$ cat src/ngfe_pkg.sv
`timescale 1ns / 1ps
`default_nettype none

package ngfe_pkg;

   localparam logic [7:0] CharDollar = 8'h24;
   localparam logic [7:0] CharComma  = 8'h2C;
   localparam logic [7:0] CharStar   = 8'h2A;
   localparam logic [4:0] CksumField = 5'd15;
   localparam logic [4:0] FieldMax   = 5'd31;
   localparam logic [3:0] OffsetMax  = 4'd15;

   typedef struct packed {
      logic [7:0] char_in;
      logic       first_char;
   } req_type;

   typedef struct packed {
      logic       wr_en;
      logic [5:0] wr_addr;
      logic [7:0] wr_data;
      logic       clr_en;
      logic [3:0] clr_group;
   } rsp_type;

   typedef struct packed {
      logic [5:0] base;
      logic [3:0] size;
      logic [3:0] group;
   } slot_type;

   localparam slot_type SlotNone = '{base: 6'd0, size: 4'd0, group: 4'd0};

   // record layout per field; size zero means the field is not stored
   function automatic slot_type slot_of(input logic [4:0] field);
      slot_type s;
      unique case (field)
         5'd1:    s = '{base: 6'd0,  size: 4'd9,  group: 4'd0};
         5'd2:    s = '{base: 6'd9,  size: 4'd10, group: 4'd1};
         5'd3:    s = '{base: 6'd19, size: 4'd1,  group: 4'd2};
         5'd4:    s = '{base: 6'd20, size: 4'd11, group: 4'd3};
         5'd5:    s = '{base: 6'd31, size: 4'd1,  group: 4'd4};
         5'd6:    s = '{base: 6'd32, size: 4'd1,  group: 4'd5};
         5'd7:    s = '{base: 6'd33, size: 4'd2,  group: 4'd6};
         5'd8:    s = '{base: 6'd35, size: 4'd4,  group: 4'd7};
         5'd9:    s = '{base: 6'd39, size: 4'd6,  group: 4'd8};
         5'd10:   s = '{base: 6'd45, size: 4'd1,  group: 4'd9};
         5'd11:   s = '{base: 6'd46, size: 4'd6,  group: 4'd10};
         5'd12:   s = '{base: 6'd52, size: 4'd1,  group: 4'd11};
         5'd15:   s = '{base: 6'd53, size: 4'd2,  group: 4'd12};
         default: s = SlotNone;
      endcase
      return s;
   endfunction

endpackage

`default_nettype wire

$ cat src/ngfe_if.sv
`timescale 1ns / 1ps
`default_nettype none

interface ngfe_req_if;
   logic       valid;
   logic       ready;
   logic [7:0] char_in;
   logic       first_char;

   modport source (output valid, output char_in, output first_char, input ready);
   modport sink (input valid, input char_in, input first_char, output ready);
endinterface

interface ngfe_rsp_if;
   logic       valid;
   logic       ready;
   logic       wr_en;
   logic [5:0] wr_addr;
   logic [7:0] wr_data;
   logic       clr_en;
   logic [3:0] clr_group;

   modport source (
      output valid, output wr_en, output wr_addr, output wr_data,
      output clr_en, output clr_group, input ready
   );
   modport sink (
      input valid, input wr_en, input wr_addr, input wr_data,
      input clr_en, input clr_group, output ready
   );
endinterface

`default_nettype wire

$ cat src/nmea_gga_field_extractor_top.sv
// channel   | role   | payload
// req_ch    | sink   | char_in[7:0], first_char
// rsp_ch    | source | wr_en, wr_addr[5:0], wr_data[7:0], clr_en, clr_group[3:0]
//
// one item per cycle sustained while rsp_ch is ready; each item passes from acceptance to result
// through the input register and then the result register
// field and offset counters update as an item moves into the result register
// synchronous reset clears valid flags and counters; payload registers are not reset
// a stalled result holds; the input register keeps taking items until it is full
`timescale 1ns / 1ps
`default_nettype none

module nmea_gga_field_extractor_top (
   input  wire logic clock,
   input  wire logic reset,
   ngfe_req_if.sink  req_ch,
   ngfe_rsp_if.source rsp_ch
);
   import ngfe_pkg::*;

   req_type in_item, hold_item;
   rsp_type result, out_item;
   logic    hold_valid, take;

   assign in_item = '{char_in: req_ch.char_in, first_char: req_ch.first_char};

   ngfe_in_reg u_in_reg (
      .clock      (clock),
      .reset      (reset),
      .in_valid   (req_ch.valid),
      .in_item    (in_item),
      .in_ready   (req_ch.ready),
      .take       (take),
      .hold_valid (hold_valid),
      .hold_item  (hold_item)
   );

   ngfe_core u_core (
      .clock  (clock),
      .reset  (reset),
      .take   (take),
      .item   (hold_item),
      .result (result)
   );

   ngfe_out_reg u_out_reg (
      .clock     (clock),
      .reset     (reset),
      .in_valid  (hold_valid),
      .in_item   (result),
      .take      (take),
      .out_valid (rsp_ch.valid),
      .out_ready (rsp_ch.ready),
      .out_item  (out_item)
   );

   assign rsp_ch.wr_en     = out_item.wr_en;
   assign rsp_ch.wr_addr   = out_item.wr_addr;
   assign rsp_ch.wr_data   = out_item.wr_data;
   assign rsp_ch.clr_en    = out_item.clr_en;
   assign rsp_ch.clr_group = out_item.clr_group;
endmodule

`default_nettype wire

$ cat src/ngfe_in_reg.sv
`timescale 1ns / 1ps
`default_nettype none

module ngfe_in_reg (
   input  wire logic            clock,
   input  wire logic            reset,
   input  wire logic            in_valid,
   input  wire ngfe_pkg::req_type in_item,
   output logic                 in_ready,
   input  wire logic            take,
   output logic                 hold_valid,
   output ngfe_pkg::req_type    hold_item
);
   import ngfe_pkg::*;

   logic    valid_ff;
   req_type item_ff;

   // free slot, or the held item leaves this cycle
   assign in_ready   = !valid_ff || take;
   assign hold_valid = valid_ff;
   assign hold_item  = item_ff;

   always_ff @(posedge clock) begin
      if (reset) begin
         valid_ff <= 1'b0;
      end else if (in_ready) begin
         valid_ff <= in_valid;
      end
   end

   always_ff @(posedge clock) begin
      if (in_ready && in_valid) begin
         item_ff <= in_item;
      end
   end
endmodule

`default_nettype wire

$ cat src/ngfe_core.sv
`timescale 1ns / 1ps
`default_nettype none

module ngfe_core (
   input  wire logic              clock,
   input  wire logic              reset,
   input  wire logic              take,
   input  wire ngfe_pkg::req_type item,
   output ngfe_pkg::rsp_type      result
);
   import ngfe_pkg::*;

   logic [4:0] field_number_ff, field_number_in;
   logic [3:0] field_offset_ff, field_offset_in;
   logic [4:0] fn_cur;
   logic [3:0] fo_cur, fo_inc;
   slot_type   slot;

   always_comb begin
      fn_cur = item.first_char ? 5'd0 : field_number_ff;
      fo_cur = item.first_char ? 4'd0 : field_offset_ff;
      slot   = slot_of(fn_cur);
      fo_inc = (fo_cur == OffsetMax) ? fo_cur : fo_cur + 4'd1;

      result          = '0;
      field_number_in = fn_cur;
      field_offset_in = fo_cur;

      priority if (item.char_in == CharDollar) begin
         field_number_in = 5'd0;
         field_offset_in = 4'd0;
      end else if (item.char_in == CharComma) begin
         // empty field clears its group
         if (fo_cur == 4'd0 && slot.size != 4'd0) begin
            result.clr_en    = 1'b1;
            result.clr_group = slot.group;
         end
         field_number_in = (fn_cur == FieldMax) ? fn_cur : fn_cur + 5'd1;
         field_offset_in = 4'd0;
      end else if (item.char_in == CharStar) begin
         field_number_in = CksumField;
         field_offset_in = 4'd0;
      end else begin
         field_offset_in = fo_inc;
         if (fo_inc <= slot.size) begin
            result.wr_en   = 1'b1;
            result.wr_addr = slot.base + {2'b00, fo_inc} - 6'd1;
            result.wr_data = item.char_in;
         end
      end
   end

   always_ff @(posedge clock) begin
      if (reset) begin
         field_number_ff <= 5'd0;
         field_offset_ff <= 4'd0;
      end else if (take) begin
         field_number_ff <= field_number_in;
         field_offset_ff <= field_offset_in;
      end
   end
endmodule

`default_nettype wire

$ cat src/ngfe_out_reg.sv
`timescale 1ns / 1ps
`default_nettype none

module ngfe_out_reg (
   input  wire logic              clock,
   input  wire logic              reset,
   input  wire logic              in_valid,
   input  wire ngfe_pkg::rsp_type in_item,
   output logic                   take,
   output logic                   out_valid,
   input  wire logic              out_ready,
   output ngfe_pkg::rsp_type      out_item
);
   import ngfe_pkg::*;

   logic    valid_ff;
   rsp_type item_ff;

   assign take      = in_valid && (!valid_ff || out_ready);
   assign out_valid = valid_ff;
   assign out_item  = item_ff;

   always_ff @(posedge clock) begin
      if (reset) begin
         valid_ff <= 1'b0;
      end else if (!valid_ff || out_ready) begin
         valid_ff <= in_valid;
      end
   end

   always_ff @(posedge clock) begin
      if (take) begin
         item_ff <= in_item;
      end
   end
endmodule

`default_nettype wire

$ cat src/flat_wrapper.sv
// flat-port wrapper written by rule: the top's interface ports become plain ports
module nmea_gga_field_extractor_top_flat import ngfe_pkg::*;
  (clock, reset, req_ch_valid, req_ch_char_in, req_ch_first_char, req_ch_ready, rsp_ch_valid, rsp_ch_wr_en, rsp_ch_wr_addr, rsp_ch_wr_data, rsp_ch_clr_en, rsp_ch_clr_group, rsp_ch_ready);
  ngfe_req_if req_ch_i ();
  ngfe_rsp_if rsp_ch_i ();
  input  wire logic clock;
  input  wire logic reset;
  input wire logic [$bits(req_ch_i.valid)-1:0] req_ch_valid;
  input wire logic [$bits(req_ch_i.char_in)-1:0] req_ch_char_in;
  input wire logic [$bits(req_ch_i.first_char)-1:0] req_ch_first_char;
  output wire logic [$bits(req_ch_i.ready)-1:0] req_ch_ready;
  output wire logic [$bits(rsp_ch_i.valid)-1:0] rsp_ch_valid;
  output wire logic [$bits(rsp_ch_i.wr_en)-1:0] rsp_ch_wr_en;
  output wire logic [$bits(rsp_ch_i.wr_addr)-1:0] rsp_ch_wr_addr;
  output wire logic [$bits(rsp_ch_i.wr_data)-1:0] rsp_ch_wr_data;
  output wire logic [$bits(rsp_ch_i.clr_en)-1:0] rsp_ch_clr_en;
  output wire logic [$bits(rsp_ch_i.clr_group)-1:0] rsp_ch_clr_group;
  input wire logic [$bits(rsp_ch_i.ready)-1:0] rsp_ch_ready;
  assign req_ch_i.valid = req_ch_valid;
  assign req_ch_i.char_in = req_ch_char_in;
  assign req_ch_i.first_char = req_ch_first_char;
  assign req_ch_ready = req_ch_i.ready;
  assign rsp_ch_valid = rsp_ch_i.valid;
  assign rsp_ch_wr_en = rsp_ch_i.wr_en;
  assign rsp_ch_wr_addr = rsp_ch_i.wr_addr;
  assign rsp_ch_wr_data = rsp_ch_i.wr_data;
  assign rsp_ch_clr_en = rsp_ch_i.clr_en;
  assign rsp_ch_clr_group = rsp_ch_i.clr_group;
  assign rsp_ch_i.ready = rsp_ch_ready;
  nmea_gga_field_extractor_top u_core (.clock(clock), .reset(reset), .req_ch(req_ch_i), .rsp_ch(rsp_ch_i));
endmodule
$ cat config.mk
export PLATFORM = sky130hd
export DESIGN_NAME = nmea_gga_field_extractor_top_flat
export DESIGN_NICKNAME = d
export VERILOG_FILES = /design/src/ngfe_pkg.sv /design/src/ngfe_if.sv /design/src/nmea_gga_field_extractor_top.sv /design/src/ngfe_in_reg.sv /design/src/ngfe_core.sv /design/src/ngfe_out_reg.sv /design/src/flat_wrapper.sv
export SDC_FILE = /design/constraint.sdc
export NUM_CORES = 1
export LEC_CHECK = 0
export BUFFER_PORTS_ARGS = -buffer_cell sky130_fd_sc_hd__buf_2
export CAP_MARGIN = 0
export CELL_PAD_IN_SITES_DETAIL_PLACEMENT = 0
export CELL_PAD_IN_SITES_GLOBAL_PLACEMENT = 1
export CORE_ASPECT_RATIO = 0.8
export CORE_MARGIN = 3
export CORE_UTILIZATION = 44
export CTS_BUF_LIST = sky130_fd_sc_hd__clkbuf_8 sky130_fd_sc_hd__clkbuf_16
export CTS_CLUSTER_DIAMETER = 100
export CTS_CLUSTER_SIZE = 28
export DETAILED_ROUTE_END_ITERATION = 6
export PLACE_DENSITY = 0.78
export SKIP_CTS_REPAIR_TIMING = 1
export SYNTH_ARGS = -nofsm -noshare
export SYNTH_HDL_FRONTEND = slang
export SYNTH_SLANG_ARGS = --single-unit
export TNS_END_PERCENT = 100
$ cat constraint.sdc
create_clock -name clock -period 5 [get_ports clock]
set_input_delay 0.5 -clock clock [delete_from_list [all_inputs] [get_ports clock]]
set_output_delay 0.5 -clock clock [all_outputs]
set_load 0.05 [all_outputs]
* Yosys cells after proc, flatten, opt, wreduce, memory -nomap -nowiden
Memories as Yosys holds them, arrays and structs flattened.
Cells that the tools add are included.
W data, S select, Z words.
** Cells by class
- Add/subtract/negate cells :: 4
- Multipliers :: 0
- Div/mod/pow operators :: 0
- $lt $le $gt $ge :: 1
- Equality and inequality tests :: 5
- Shift-type cells :: 0
- Mux-type cells :: 13
- Bitwise gates (word level) :: 3
- Reduce and logical (&&, ||, !) cells :: 13
** Operators by type and width (count)
- $mux W5 :: 6
- $eq A8 B6 Y1 const B :: 3
- $mux W4 :: 5
- $mux W15 :: 1
- $mux W14 :: 1
- $reduce_or A4 Y1 :: 2
- $add A6 B4 Y6 :: 1
- $sub A6 B1 Y6 const B :: 1
- $add A5 B1 Y5 const B :: 1
- $eq A5 B5 Y1 const B :: 1
- $add A4 B1 Y4 const B :: 1
- $eq A4 B4 Y1 const B :: 1
- $le A4 B4 Y1 :: 1
- $logic_not A4 Y1 :: 1
- $reduce_bool A4 Y1 :: 1
- $logic_and A1 B1 Y1 :: 3
- $not A1 Y1 :: 3
- $reduce_or A3 Y1 :: 1
- $logic_not A1 Y1 :: 2
- $logic_or A1 B1 Y1 :: 2
- $reduce_or A2 Y1 :: 1
** Storage, ports and cells
- Register bits :: 40
- Bits in latches :: 0
- Memory bits (writable) :: 0
- ROM bits :: 224
- Output and inout port bits :: 22
- Logic and storage cells :: 51
- Memories :: 1
** Memories
- (no name shown) :: depth 16, width 14, rd ports 1, clocked after Yosys merged registers in 0, wr ports 0, line ngfe_pkg.sv:37 : unique case (field)

* Longest topological paths before layout
Gate-level depths: netlist of run 1.
An unclocked memory read counts as a cell.
- Word-level depth :: 7
- Depth in mapped cells :: 17
- Mapped depth without buffers :: 15

* By module
From an unflattened synthesis of run 1, not the netlist that was laid out.
** Second synthesis, totals
- Cells, all modules :: 261
- Area total of the unflattened synthesis :: 2652.5 µm²
** By module, submodules not included
- ngfe_core :: instances 1, cells an instance 222, area an instance 1671.6 µm²
- ngfe_out_reg :: instances 1, cells an instance 25, area an instance 655.6 µm²
- ngfe_in_reg :: instances 1, cells an instance 14, area an instance 325.3 µm²

* Worst setup path after synthesis of run 1
OpenSTA, ideal clock, no wires.
- Path type :: flip-flop to flip-flop
- Start :: register u_core.u_core.field_number_ff[1]
- End :: register u_core.u_out_reg.item_ff, in the netlist u_core.u_out_reg.out_item[18], data pin
- Setup time :: 0.255 ns
- Arrival time :: 3.493 ns
- Required time :: 4.745 ns
- Slack :: 1.252 ns
- Stages on the path, launching flop included :: 16
- Clock period less this slack :: 3.748 ns
- Cells stage by stage :: dfxtp_1 > clkbuf_1 > clkbuf_1 > nor2b_1 > inv_1 > ha_1 > a2111oi_0 > o22ai_1 > ha_1 > inv_1 > fa_1 > a21o_1 > a21oi_1 > xnor2_1 > xnor2_1 > and2_1
** Between the ends
- Word-level cells in the longest chain between the ends :: 6
** Ends and longest elaborated chain
- start, declared :: line ngfe_core.sv:13 : logic [4:0] field_number_ff, field_number_in;
- start signal, assigned :: line ngfe_core.sv:58 : field_number_ff <= field_number_in;
- $mux W5 (*) :: line ngfe_core.sv:20 : fn_cur = item.first_char ? 5'd0 : field_number_ff;
- $mem_v2 Z16 W14 (*)
- $mux W14 (*) :: line ngfe_pkg.sv:37
- branches (longest 3 deep; another with $add A6 B4 Y6)
- end signal, assigned :: line ngfe_out_reg.sv:33 : item_ff <= in_item;
- end, declared :: line ngfe_out_reg.sv:17 : rsp_type item_ff;
Every way passes the cells marked *.
A chain may end at the register's enable or synchronous reset.

* Worst setup path in the final report of run 1
Ends and elaborated chain as after synthesis.

==> results of run 1 <==
-- worst paths after layout --
kind	start	end	slack [ns]	depth (start not counted)
setup / recovery	u_core.u_core.field_number_ff[1]	u_core.u_out_reg.out_item[18]	1.11	13
hold / removal	req_ch_first_char	u_core.u_in_reg.hold_item[0]	0.38	1
setup reg to reg	u_core.u_core.field_number_ff[1]	u_core.u_out_reg.out_item[18]	1.11	13
hold reg to reg	u_core.u_in_reg.hold_valid	u_core.u_out_reg.out_valid	0.52	2
-- cells by family (layout without fill, tap and decap cells) --
kind of cell | Yosys count | in the layout | share of synthesized area [%]
buf+inv | 37 | 64 | 5.67
flops | 40 | 40 | 44.2
fa+ha+maj | 18 | 18 | 9.32
compound gates | 57 | 57 | 15.8
simple gates | 94 | 94 | 20.9
mux | 4 | 4 | 1.67
xor+xnor | 7 | 7 | 2.48
-- critical path, delay by kind of cell (launching register included) --
| family | cells | cell delay, ns |
|---|---|---|
| AOI/OAI and AO/OA | 4 | 1.07 |
| xor gates and xnor gates | 2 | 0.22 |
| adders and majority gates | 3 | 1.14 |
| buffers and inverters | 2 | 0.14 |
| DFF | 1 | 0.61 |
| and+or+nand+nor | 2 | 0.48 |
-- flip-flops by register name, indices dropped and copies added, names as in the netlist --
register                       flops
u_core.u_core.field_number_ff      5
u_core.u_in_reg.hold_valid         1
u_core.u_core.field_offset_ff      4
u_core.u_out_reg.out_valid         1
u_core.u_out_reg.out_item         20
u_core.u_in_reg.hold_item          9
-- power groups by stage --
| stage | clock (mW) | sequential (mW) | combinational, mW |
|---|---|---|---|
| detailed placement | 0 | 0.399 | 0.145 |
| global placement | 0 | 0.399 | 0.147 |
| global route | 0.281 | 0.395 | 0.162 |
| finish | 0.257 | 0.392 | 0.147 |
| CTS | 0.270 | 0.391 | 0.147 |
| floorplan | 0 | 0.424 | 0.0867 |
-- cell usage after synthesis (2+ instances only) --
| library cell | count |
|---|---|
| nand3_1 | 4 |
| edfxtp_1 | 29 |
| a211oi_1 | 3 |
| and2_1 | 15 |
| xnor2_1 | 3 |
| inv_2 | 3 |
| mux2i_1 | 3 |
| ha_1 | 16 |
| nor3_1 | 8 |
| xor2_1 | 4 |
| clkbuf_1 | 12 |
| nor4_1 | 4 |
| o2111ai_1 | 3 |
| nand2_1 | 12 |
| nor3b_1 | 4 |
| o31ai_1 | 2 |
| nand4_1 | 2 |
| o21ai_1 | 5 |
| nor2b_1 | 8 |
| nand2b_1 | 8 |
| nor2_1 | 20 |
| or2_1 | 2 |
| inv_1 | 18 |
| buf_1 | 3 |
| dfxtp_1 | 11 |
| a21oi_1 | 13 |
| a21o_1 | 2 |
| o21ai_0 | 8 |
| a31oi_1 | 4 |
| a22oi_1 | 3 |
-- stage by stage --
step | power [mW] | instances
floorplan | 0.511 | 257
global placement | 0.546 | 351
detailed placement | 0.544 | 351
CTS | 0.808 | 359
global route | 0.838 | 359
finish | 0.795 | 359
-- layer usage --
| layer | up-vias | wire (µm) | GRT usage, % |
|---|---|---|---|
| met1 | 877 | 2690 | 25.1 |
| met3 | 12 | 339 | 3.81 |
| li1 | 977 | - | - |
| met2 | 73 | 2060 | 23.8 |
| met5 | - | 0 | 0 |
| met4 | 0 | 58 | 4.59 |
-- area by class of cell --
cell class / count / area, µm² / share of cell area, %
well taps: 75 / 93.8 / 3.37
flip-flops and latches: 40 / 1090 / 39.1
inverters: 21 / 78.8 / 2.83
clock inverters: 3 / 38.8 / 1.39
clock buffers: 5 / 68.8 / 2.47
multi-input cells: 180 / 1240 / 44.4
repair buffers: 35 / 178 / 6.37
==> reports/summary.log, run 1 <==
qor: run_status.status completed
qor: pwr.worst_ir_drop_vdd 0.000121 V
qor: floorplan.die_height 73.0 µm
qor: floorplan.ios 35
qor: synth.synth.distinct_cells 55
qor: synth.synth_enable_flop_cells 29
qor: finish.syn2layout_area_growth 12.9%
qor: placement.io_buffer_count 34
qor: flow_run.drv_cap 0
qor: pwr.part_of_the_total_power_dissipated_in_combinational_logic 18.4%
qor: min_path.min_path_type primary input to flip-flop
qor: synth.asyncSetResetFlopFracSynth 0%
qor: drt.avgViaCountPerCell 5.40
qor: timing.setup_viol 0
qor: floorplan.design.core.area 5210 µm²
qor: timing.maxSlewHeadroom 35.1%
qor: setup_path.critical_path.startpoint_type flip-flop
qor: finish.layout_commonest_cell buf_2
qor: clock_network.clock_tree.buffer_depth 2
qor: drt.total_number_of_vias 1939
qor: synth.net_count_after_synthesis 287
qor: placement.detailedPlacementHpwl 3.74 mm
qor: pwr.cell_internal_pwr 573 µW
qor: floorplan.dieWidth 89.8 µm
qor: global_route.grt_max_degree 28
qor: placement.post-place-ws 1.19 ns
qor: synth.synth.largest_area_cell edfxtp_1
qor: finish.final_core_utilization 53.5%
qor: clock_network.cts.sink_count 40
qor: global_route.first_global_vias 1753
qor: finish.layout_common_cells buf_2, edfxtp_1, nor2_1
qor: drt.drt_wl_total 5.15 mm
qor: global_route.grt_antenna_before_repair 0
qor: setup_path.timing.critical_path.cells nor2b_1 > inv_1 > ha_1 > a2111oi_0 > o22ai_1 > ha_1 > inv_1 > fa_1 > a21o_1 > a21oi_1 > xnor2_1 > xnor2_1 > and2_1
qor: pwr.switchingPower 222 µW
qor: drt.route.detailed.wl_per_inst 14.3 µm
qor: synth.synth_top_flop_cell edfxtp_1
qor: finish.post_route_cells_drive_above_1_share 17.3%
qor: setup_path.critPathMaxFanout 16
qor: drt.drt-initial-drc-count 145
qor: drt.drc 0
qor: synth.synth_area 2470 µm²
qor: pwr.power.share.switching 27.9%
qor: synth.postSynthRegisterBits 40
qor: pwr.power.share.sequential 49.2%
qor: placement.placedInstanceArea 2680 µm²
qor: floorplan.die_area 6550 µm²
qor: timing.finalHoldWorstSlack 0.384 ns
qor: setup_path.critical_path_required 5.05 ns
qor: global_route.grt_remaining_overflow 0
qor: timing.min_period 3.89 ns
qor: clock_network.cts_tree done
qor: timing.rsz0062_at_grt no
qor: timing.clock.fmax 0.257 GHz
qor: global_route.grt.total_usage 16.6%
qor: finish.insertedDiodeCount 0
qor: setup_path.setup.worst_path.end_class flip-flop
qor: finish.fillerInstances 475
qor: synth.synth-warning-count 0
qor: pwr.power_frac_clock 32.3%
qor: clock_network.htree_num_levels 2
qor: placement.globalplace.congestion 0.875
qor: timing.slew_viol_final 0
qor: global_route.grt_pass1_wl 8.81 mm
qor: timing.slew_at_the_pin_closest_to_its_max_slew_limit 0.973 ns
qor: timing.final.period_utilization 77.8%
qor: timing.worst_clock_skew 0.00500 ns
qor: synth.post_synth_main_area_contributors edfxtp_1, dfxtp_1, ha_1
qor: timing.finalSetupTns 0 ns
qor: clock_network.clockRootBuffer clkbuf_8
qor: clock_network.clock_insertion_delay_worst_skew 0.29 ns
qor: setup_path.timing.setup.critical_path_class flip-flop to flip-flop
qor: pwr.power-per-cell-area 285 nW/µm²
qor: synth.yosysSeqAreaShare 44.2%
qor: setup_path.critical_path_arrival 3.94 ns
qor: setup_path.critical_path.max_stage_delay 0.61 ns
qor: clock_network.clk_pin_slew_worst_paths 0.08 ns
qor: finish.fin_nets 313
qor: floorplan.total_number_of_placement_rows 23
qor: synth.syn-instance-count 257
qor: synth.postSynthAreaPerCell 9.61 µm²
qor: timing.timing_hold_violations_final 0
qor: finish.post-route-cell-area 2790 µm²
qor: clock_network.cts_buffers 5
qor: drt.drt_first_pass_iters 6
qor: floorplan.floorplan.initialDensity 47.4%
qor: timing.final.setup.worst_slack 1.11 ns
qor: drt.drtAntennaViolNets 0
qor: synth.post-synth-top-area-fraction 35.3%
qor: pwr.leakagePower 1.07 nW
qor: setup_path.crit_slowest_cell dfxtp_1
(Power assumes the default switching activity.)
==> run 2, diff against run 1 <==
==> constraint.sdc (replaced) <==
create_clock -name clock -period 3.9 [get_ports clock]
set_input_delay 0.39 -clock clock [delete_from_list [all_inputs] [get_ports clock]]
set_output_delay 0.39 -clock clock [all_outputs]
set_load 0.05 [all_outputs]
==> run 2 against run 1 <==
Worst hold slack worse by 0.11 ns. Flip-flop and latch count stayed put. Final area is 2.7% higher. Final cell count is 2.5% higher. Die area stayed put. Wire length is 6.4% higher. Total power is 31% higher. Non-clock buffer count is 9 higher. Via count is 2.9% higher. Global-route usage is 1.3 points higher. Worst setup slack worse by 0.78 ns. Clock power is 31% higher.
==> reports/summary.log, run 2 (synthesis results as in run 1) <==
qor: timing.rsz0062_at_grt no
qor: global_route.grt_busiest_layer met1
qor: placement.detailedPlacementHpwl 4.06 mm
qor: min_path.worstHoldEndpoint u_core.u_in_reg.hold_item[3]
qor: setup_path.setup.worst_path.end_class flip-flop
qor: drt.route.detailed.wl_per_inst 14.9 µm
qor: finish.layout_common_cells buf_2, edfxtp_1, nor2_1
qor: timing.maxSlewHeadroom 63.8%
qor: finish.post_layout_nonfiller_instances 368
qor: finish.post_route_cells_drive_above_1_share 20.1%
qor: setup_path.critical_path.max_stage_delay 0.52 ns
qor: clock_network.clk_pin_slew_worst_paths 0.08 ns
qor: timing.slew_at_the_pin_closest_to_its_max_slew_limit 0.542 ns
qor: setup_path.r2r_end u_core.u_out_reg.out_item[18]
qor: drt.drt-initial-drc-count 152
qor: setup_path.worst_reg2reg_path_depth 16
qor: global_route.first_global_vias 1858
qor: timing.setup_viol 0
qor: min_path.hold-path-cell-count 1
qor: setup_path.crit_slowest_cell edfxtp_1
qor: drt.drtAntennaViolNets 0
qor: min_path.min_path_type primary input to flip-flop
qor: setup_path.critical_path_required 3.96 ns
qor: clock_network.cts.sink_count 40
qor: floorplan.floorplan.initialDensity 47.4%
qor: setup_path.critical_path_arrival 3.63 ns
qor: setup_path.worst_r2r_startpoint u_core.u_in_reg.hold_item[0]
qor: pwr.part_of_the_total_power_dissipated_in_combinational_logic 19.6%
qor: floorplan.dieWidth 89.8 µm
qor: finish.insertedDiodeCount 0
qor: pwr.power-per-cell-area 363 nW/µm²
qor: setup_path.critical_path.startpoint_type flip-flop
qor: placement.placed_cells_incl_taps 360
qor: drt.drc 0
qor: clock_network.clock_insertion_delay_worst_skew 0.29 ns
qor: timing.final.period_utilization 91.5%
qor: floorplan.total_number_of_placement_rows 23
qor: floorplan.design.core.area 5210 µm²
qor: setup_path.timing.setup.critical_path_class flip-flop to flip-flop
qor: drt.avgViaCountPerCell 5.42
qor: drt.drt_first_pass_iters 4
qor: finish.fin_nets 322
qor: global_route.grt_pass1_wl 9.32 mm
qor: global_route.met1_usage 26.6%
qor: global_route.grt.total_usage 17.9%
qor: placement.post-place-ws 0.194 ns
qor: finish.syn2layout_area_growth 15.9%
qor: pwr.power_frac_clock 32.5%
qor: clock_network.clockRootBuffer clkbuf_8
qor: clock_network.htree_num_levels 2
qor: clock_network.cts_buffers 5
qor: pwr.leakagePower 1.11 nW
qor: clock_network.clock_tree.buffer_depth 2
qor: global_route.grt_remaining_overflow 0
qor: pwr.worst_ir_drop_vdd 0.000162 V
qor: pwr.power.share.sequential 47.9%
qor: floorplan.die_height 73.0 µm
qor: run_status.status completed
qor: timing.slew_viol_final 0
qor: finish.fillerInstances 493
qor: flow_run.drv_cap 0
qor: global_route.globalRouteMet3Util 4.85%
qor: finish.register_area 1090 µm²
qor: placement.io_buffer_count 34
qor: drt.drt_wl_total 5.48 mm
qor: pwr.cell_internal_pwr 742 µW
qor: setup_path.critPathMaxFanout 11
qor: clock_network.cts_tree done
qor: drt.total_number_of_vias 1995
qor: global_route.grt_max_degree 26
qor: timing.finalSetupTns 0 ns
qor: timing.clock.fmax 0.280 GHz
qor: finish.flip_flop_count_of_the_largest_register_after_layout 20
qor: setup_path.worst-r2r-setup-slack 0.33 ns
qor: pwr.power.share.switching 28.5%
qor: placement.globalplace.congestion 0.878
qor: timing.final.setup.worst_slack 0.330 ns
qor: min_path.min_from req_ch_char_in[2]
qor: timing.timing_hold_violations_final 0
qor: setup_path.timing.critical_path.cells buf_4 > nand2b_1 > inv_1 > ha_1 > nand3_1 > mux2_2 > inv_1 > ha_1 > inv_1 > ha_1 > fa_1 > a21o_1 > a21oi_1 > xnor2_1 > xnor2_1 > and2_1
qor: global_route.grt_antenna_before_repair 0
qor: floorplan.ios 35
qor: pwr.switchingPower 296 µW
qor: pwr.p_total 1.04 mW
qor: finish.layout_commonest_cell buf_2
qor: timing.min_period 3.57 ns
qor: floorplan.die_area 6550 µm²
qor: finish.multi_input_gate_area_in_the_final_layout 1250 µm²
qor: global_route.use_met2 25.7%
qor: timing.worst_clock_skew 0.00551 ns
## run 2: stage by stage
| stage | hold WS (ns) | cell area, µm² | util [%] |
|---|---|---|---|
| detailed placement | 0.514 | 2750 | 52.8 |
| floorplan | 0.486 | 2470 | - |
| finish | 0.270 | 2860 | 55.0 |
| global route | 0.260 | 2860 | 55.0 |
| CTS | 0.264 | 2850 | 54.8 |
| global placement | 0.510 | 2750 | 52.8 |
## run 2: how the worst max path moves through the flow
stage,startpoint,endpoint,slack (ns)
2_1_floorplan,u_core.u_core.field_number_ff[1],u_core.u_out_reg.out_item[18],0.15
3_3_place_gp,u_core.u_in_reg.hold_item[0],u_core.u_out_reg.out_item[18],0.36
3_5_place_dp,u_core.u_in_reg.hold_item[0],u_core.u_out_reg.out_item[18],0.19
4_1_cts,u_core.u_in_reg.hold_item[0],u_core.u_out_reg.out_item[18],0.13
5_1_grt,u_core.u_in_reg.hold_item[0],u_core.u_out_reg.out_item[18],0.08
6_report,u_core.u_in_reg.hold_item[0],u_core.u_out_reg.out_item[18],0.33
## run 2: layout make-up
class	count	share of cell area, %
flip-flops and latches	40	38.1
multi-input cells	180	43.6
repair buffers	44	8.57
clock inverters	3	1.31
inverters	21	2.75
well taps	75	3.28
clock buffers	5	2.40
## run 2: per-layer routing
layer,wire length (µm),share of wire [%]
met3,452,8.3
met1,2690,49
met5,0,0
met4,47,0.86
met2,2280,42
## run 2: power by group through the flow
stage          sequential [mW]  combinational [mW]  clock (mW)
6_report                 0.497               0.204       0.337
2_1_floorplan            0.544               0.111           0
5_1_grt                  0.501               0.227       0.356
4_1_cts                  0.497               0.204       0.343
3_3_place_gp             0.507               0.202           0
3_5_place_dp             0.507               0.203           0
## run 2: critical path: cells and delay by family (launching register included)
kind,cells,cell delay [ns]
flops,1,0.52
xor+xnor,2,0.23
simple gates,3,0.42
compound gates,2,0.37
fa+ha+maj,4,1.13
buf+inv,4,0.39
mux,1,0.27
==> run 3, diff against run 2 <==
--- a/config.mk
+++ b/config.mk
@@ -9,7 +9,6 @@
 export CAP_MARGIN = 0
 export CELL_PAD_IN_SITES_DETAIL_PLACEMENT = 0
 export CELL_PAD_IN_SITES_GLOBAL_PLACEMENT = 1
-export CORE_ASPECT_RATIO = 0.8
 export CORE_MARGIN = 3
 export CORE_UTILIZATION = 44
 export CTS_BUF_LIST = sky130_fd_sc_hd__clkbuf_8 sky130_fd_sc_hd__clkbuf_16
==> run 3 against run 2 <==
Worst hold slack better by 0.0050 ns. Sequential share of layout area is 0.83 points higher. Via count is 2.1% lower. First-iteration DRC count is 9.2% higher. Clock-buffer cell count stayed put. Global-route usage is 0.66 points lower. Die area hardly changed. Sequential power hardly changed. Utilization is 1.8 points lower. Non-clock buffer count is 3 lower. Final cell count is 2.4% lower. Critical path type unchanged. Critical endpoint unchanged.
==> reports/summary.log, run 3 (synthesis results as in run 1) <==
qor: setup_path.timing.setup.critical_path_class flip-flop to flip-flop
qor: setup_path.critical_path_required 3.96 ns
qor: clock_network.htree_num_levels 2
qor: finish.layout_commonest_cell buf_2
qor: drt.avgViaCountPerCell 5.44
qor: timing.finalSetupTns 0 ns
qor: finish.post-route-cell-area 2800 µm²
qor: global_route.grt_remaining_overflow 0
qor: global_route.grt.total_usage 17.2%
qor: drt.drc 0
qor: timing.min_period 3.62 ns
qor: min_path.min_path_type primary input to flip-flop
qor: clock_network.cts.sink_count 40
qor: drt.drt_wl_total 5.08 mm
qor: finish.syn2layout_area_growth 13.4%
qor: timing.worst_clock_skew 0.00861 ns
qor: timing.final.period_utilization 92.9%
qor: finish.final_core_utilization 53.2%
qor: placement.post-place-ws 0.283 ns
qor: setup_path.critical_path.startpoint_type flip-flop
qor: drt.drtAntennaViolNets 0
qor: global_route.grt_antenna_before_repair 0
qor: finish.flip_flop_count_of_the_largest_register_after_layout 20
qor: timing.setup_viol 0
qor: timing.rsz0062_at_grt no
qor: run_status.status completed
qor: floorplan.die_height 80.9 µm
qor: timing.clock.fmax 0.276 GHz
qor: finish.fillerInstances 509
qor: floorplan.design.core.area 5270 µm²
qor: setup_path.critical_path_buf_inv_count 2
qor: finish.post_route_cells_drive_above_1_share 19.0%
qor: finish.layout_common_cells buf_2, edfxtp_1, nor2_1
qor: placement.globalplace.congestion 0.877
qor: setup_path.critical_path.max_stage_delay 0.51 ns
qor: setup_path.setup.worst_path.end_class flip-flop
qor: timing.timing_hold_violations_final 0
qor: flow_run.drv_cap 0
qor: placement.placedInstanceArea 2720 µm²
qor: floorplan.dieWidth 80.9 µm
qor: drt.route.detailed.wl_per_inst 14.1 µm
qor: clock_network.cts_buffers 5
qor: setup_path.critical_path_arrival 3.68 ns
qor: clock_network.clock_insertion_delay_worst_skew 0.29 ns
qor: global_route.first_global_vias 1796
qor: setup_path.critical_path.top_delay_family adder cells
qor: floorplan.ios 35
qor: timing.slew_viol_final 0
qor: clock_network.clockRootBuffer clkbuf_8
qor: placement.io_buffer_count 34
qor: clock_network.clk_pin_slew_worst_paths 0.08 ns
qor: floorplan.die_area 6550 µm²
qor: setup_path.critPathMaxFanout 6
qor: timing.slew_at_the_pin_closest_to_its_max_slew_limit 0.527 ns
qor: drt.drt-initial-drc-count 166
qor: clock_network.cts_tree done
qor: drt.drt_first_pass_iters 4
qor: timing.final.setup.worst_slack 0.278 ns
qor: pwr.worst_ir_drop_vdd 0.000179 V
qor: finish.insertedDiodeCount 0
qor: global_route.grt_pass1_wl 8.65 mm
qor: floorplan.total_number_of_placement_rows 26
qor: timing.maxSlewHeadroom 64.8%
qor: floorplan.floorplan.initialDensity 46.9%
qor: clock_network.clock_tree.buffer_depth 2
qor: global_route.grt_max_degree 26
qor: drt.total_number_of_vias 1953
qor: finish.fin_nets 319
qor: pwr.power-per-cell-area 343 nW/µm²
qor: pwr.leakagePower 1.08 nW
qor: setup_path.crit_slowest_cell a2111oi_1
qor: setup_path.timing.critical_path.cells nor2b_1 > inv_1 > ha_1 > a2111oi_1 > o22ai_1 > ha_1 > inv_1 > fa_1 > a21o_1 > a21oi_1 > xnor2_1 > xnor2_1 > and2_1
qor: placement.detailedPlacementHpwl 3.78 mm
## run 3: path summary, 6_finish.rpt
path | to | from | slack (ns) | depth (start not counted)
worst max-delay path | u_core.u_out_reg.out_item[18] | u_core.u_in_reg.hold_item[0] | 0.28 | 13
worst min-delay path | u_core.u_in_reg.hold_item[6] | req_ch_char_in[5] | 0.27 | 1
worst max register to register | u_core.u_out_reg.out_item[18] | u_core.u_in_reg.hold_item[0] | 0.28 | 13
worst min register to register | u_core.u_out_reg.out_valid | u_core.u_in_reg.hold_valid | 0.51 | 2
## run 3: per-layer routing
layer  up-vias  share of wire (%)  GRT usage (%)
li1        996                  -              -
met3         7                5.1           3.66
met1       896                 49           24.9
met2        54                 45           25.9
met4         0                1.1           5.07
met5         -                  0              0
## run 3: final cells by class
type | instances | area (µm²) | area share [%]
multi-input combinational | 180 | 1240 | 44.3
sequential | 40 | 1090 | 38.9
clock inverter | 2 | 12.5 | 0.447
timing repair buffer | 41 | 223 | 7.95
tap | 70 | 87.6 | 3.13
inverter | 21 | 78.8 | 2.81
clock buffer | 5 | 68.8 | 2.46
## run 3: power by group
part	switching (mW)	leakage (nW)	internal [mW]	total (mW)
sequential	0.0119	0.374	0.483	0.495
clock	0.146	0.0400	0.121	0.267
combinational	0.130	0.667	0.0699	0.200
## run 3: through the flow
step           instances  hold slack (ns)  power, mW
6_report             359            0.275      0.962
2_1_floorplan        257            0.486      0.655
3_5_place_dp         352            0.521      0.705
3_3_place_gp         352            0.514      0.704
4_1_cts              359            0.263      0.976
5_1_grt              359            0.257       1.02
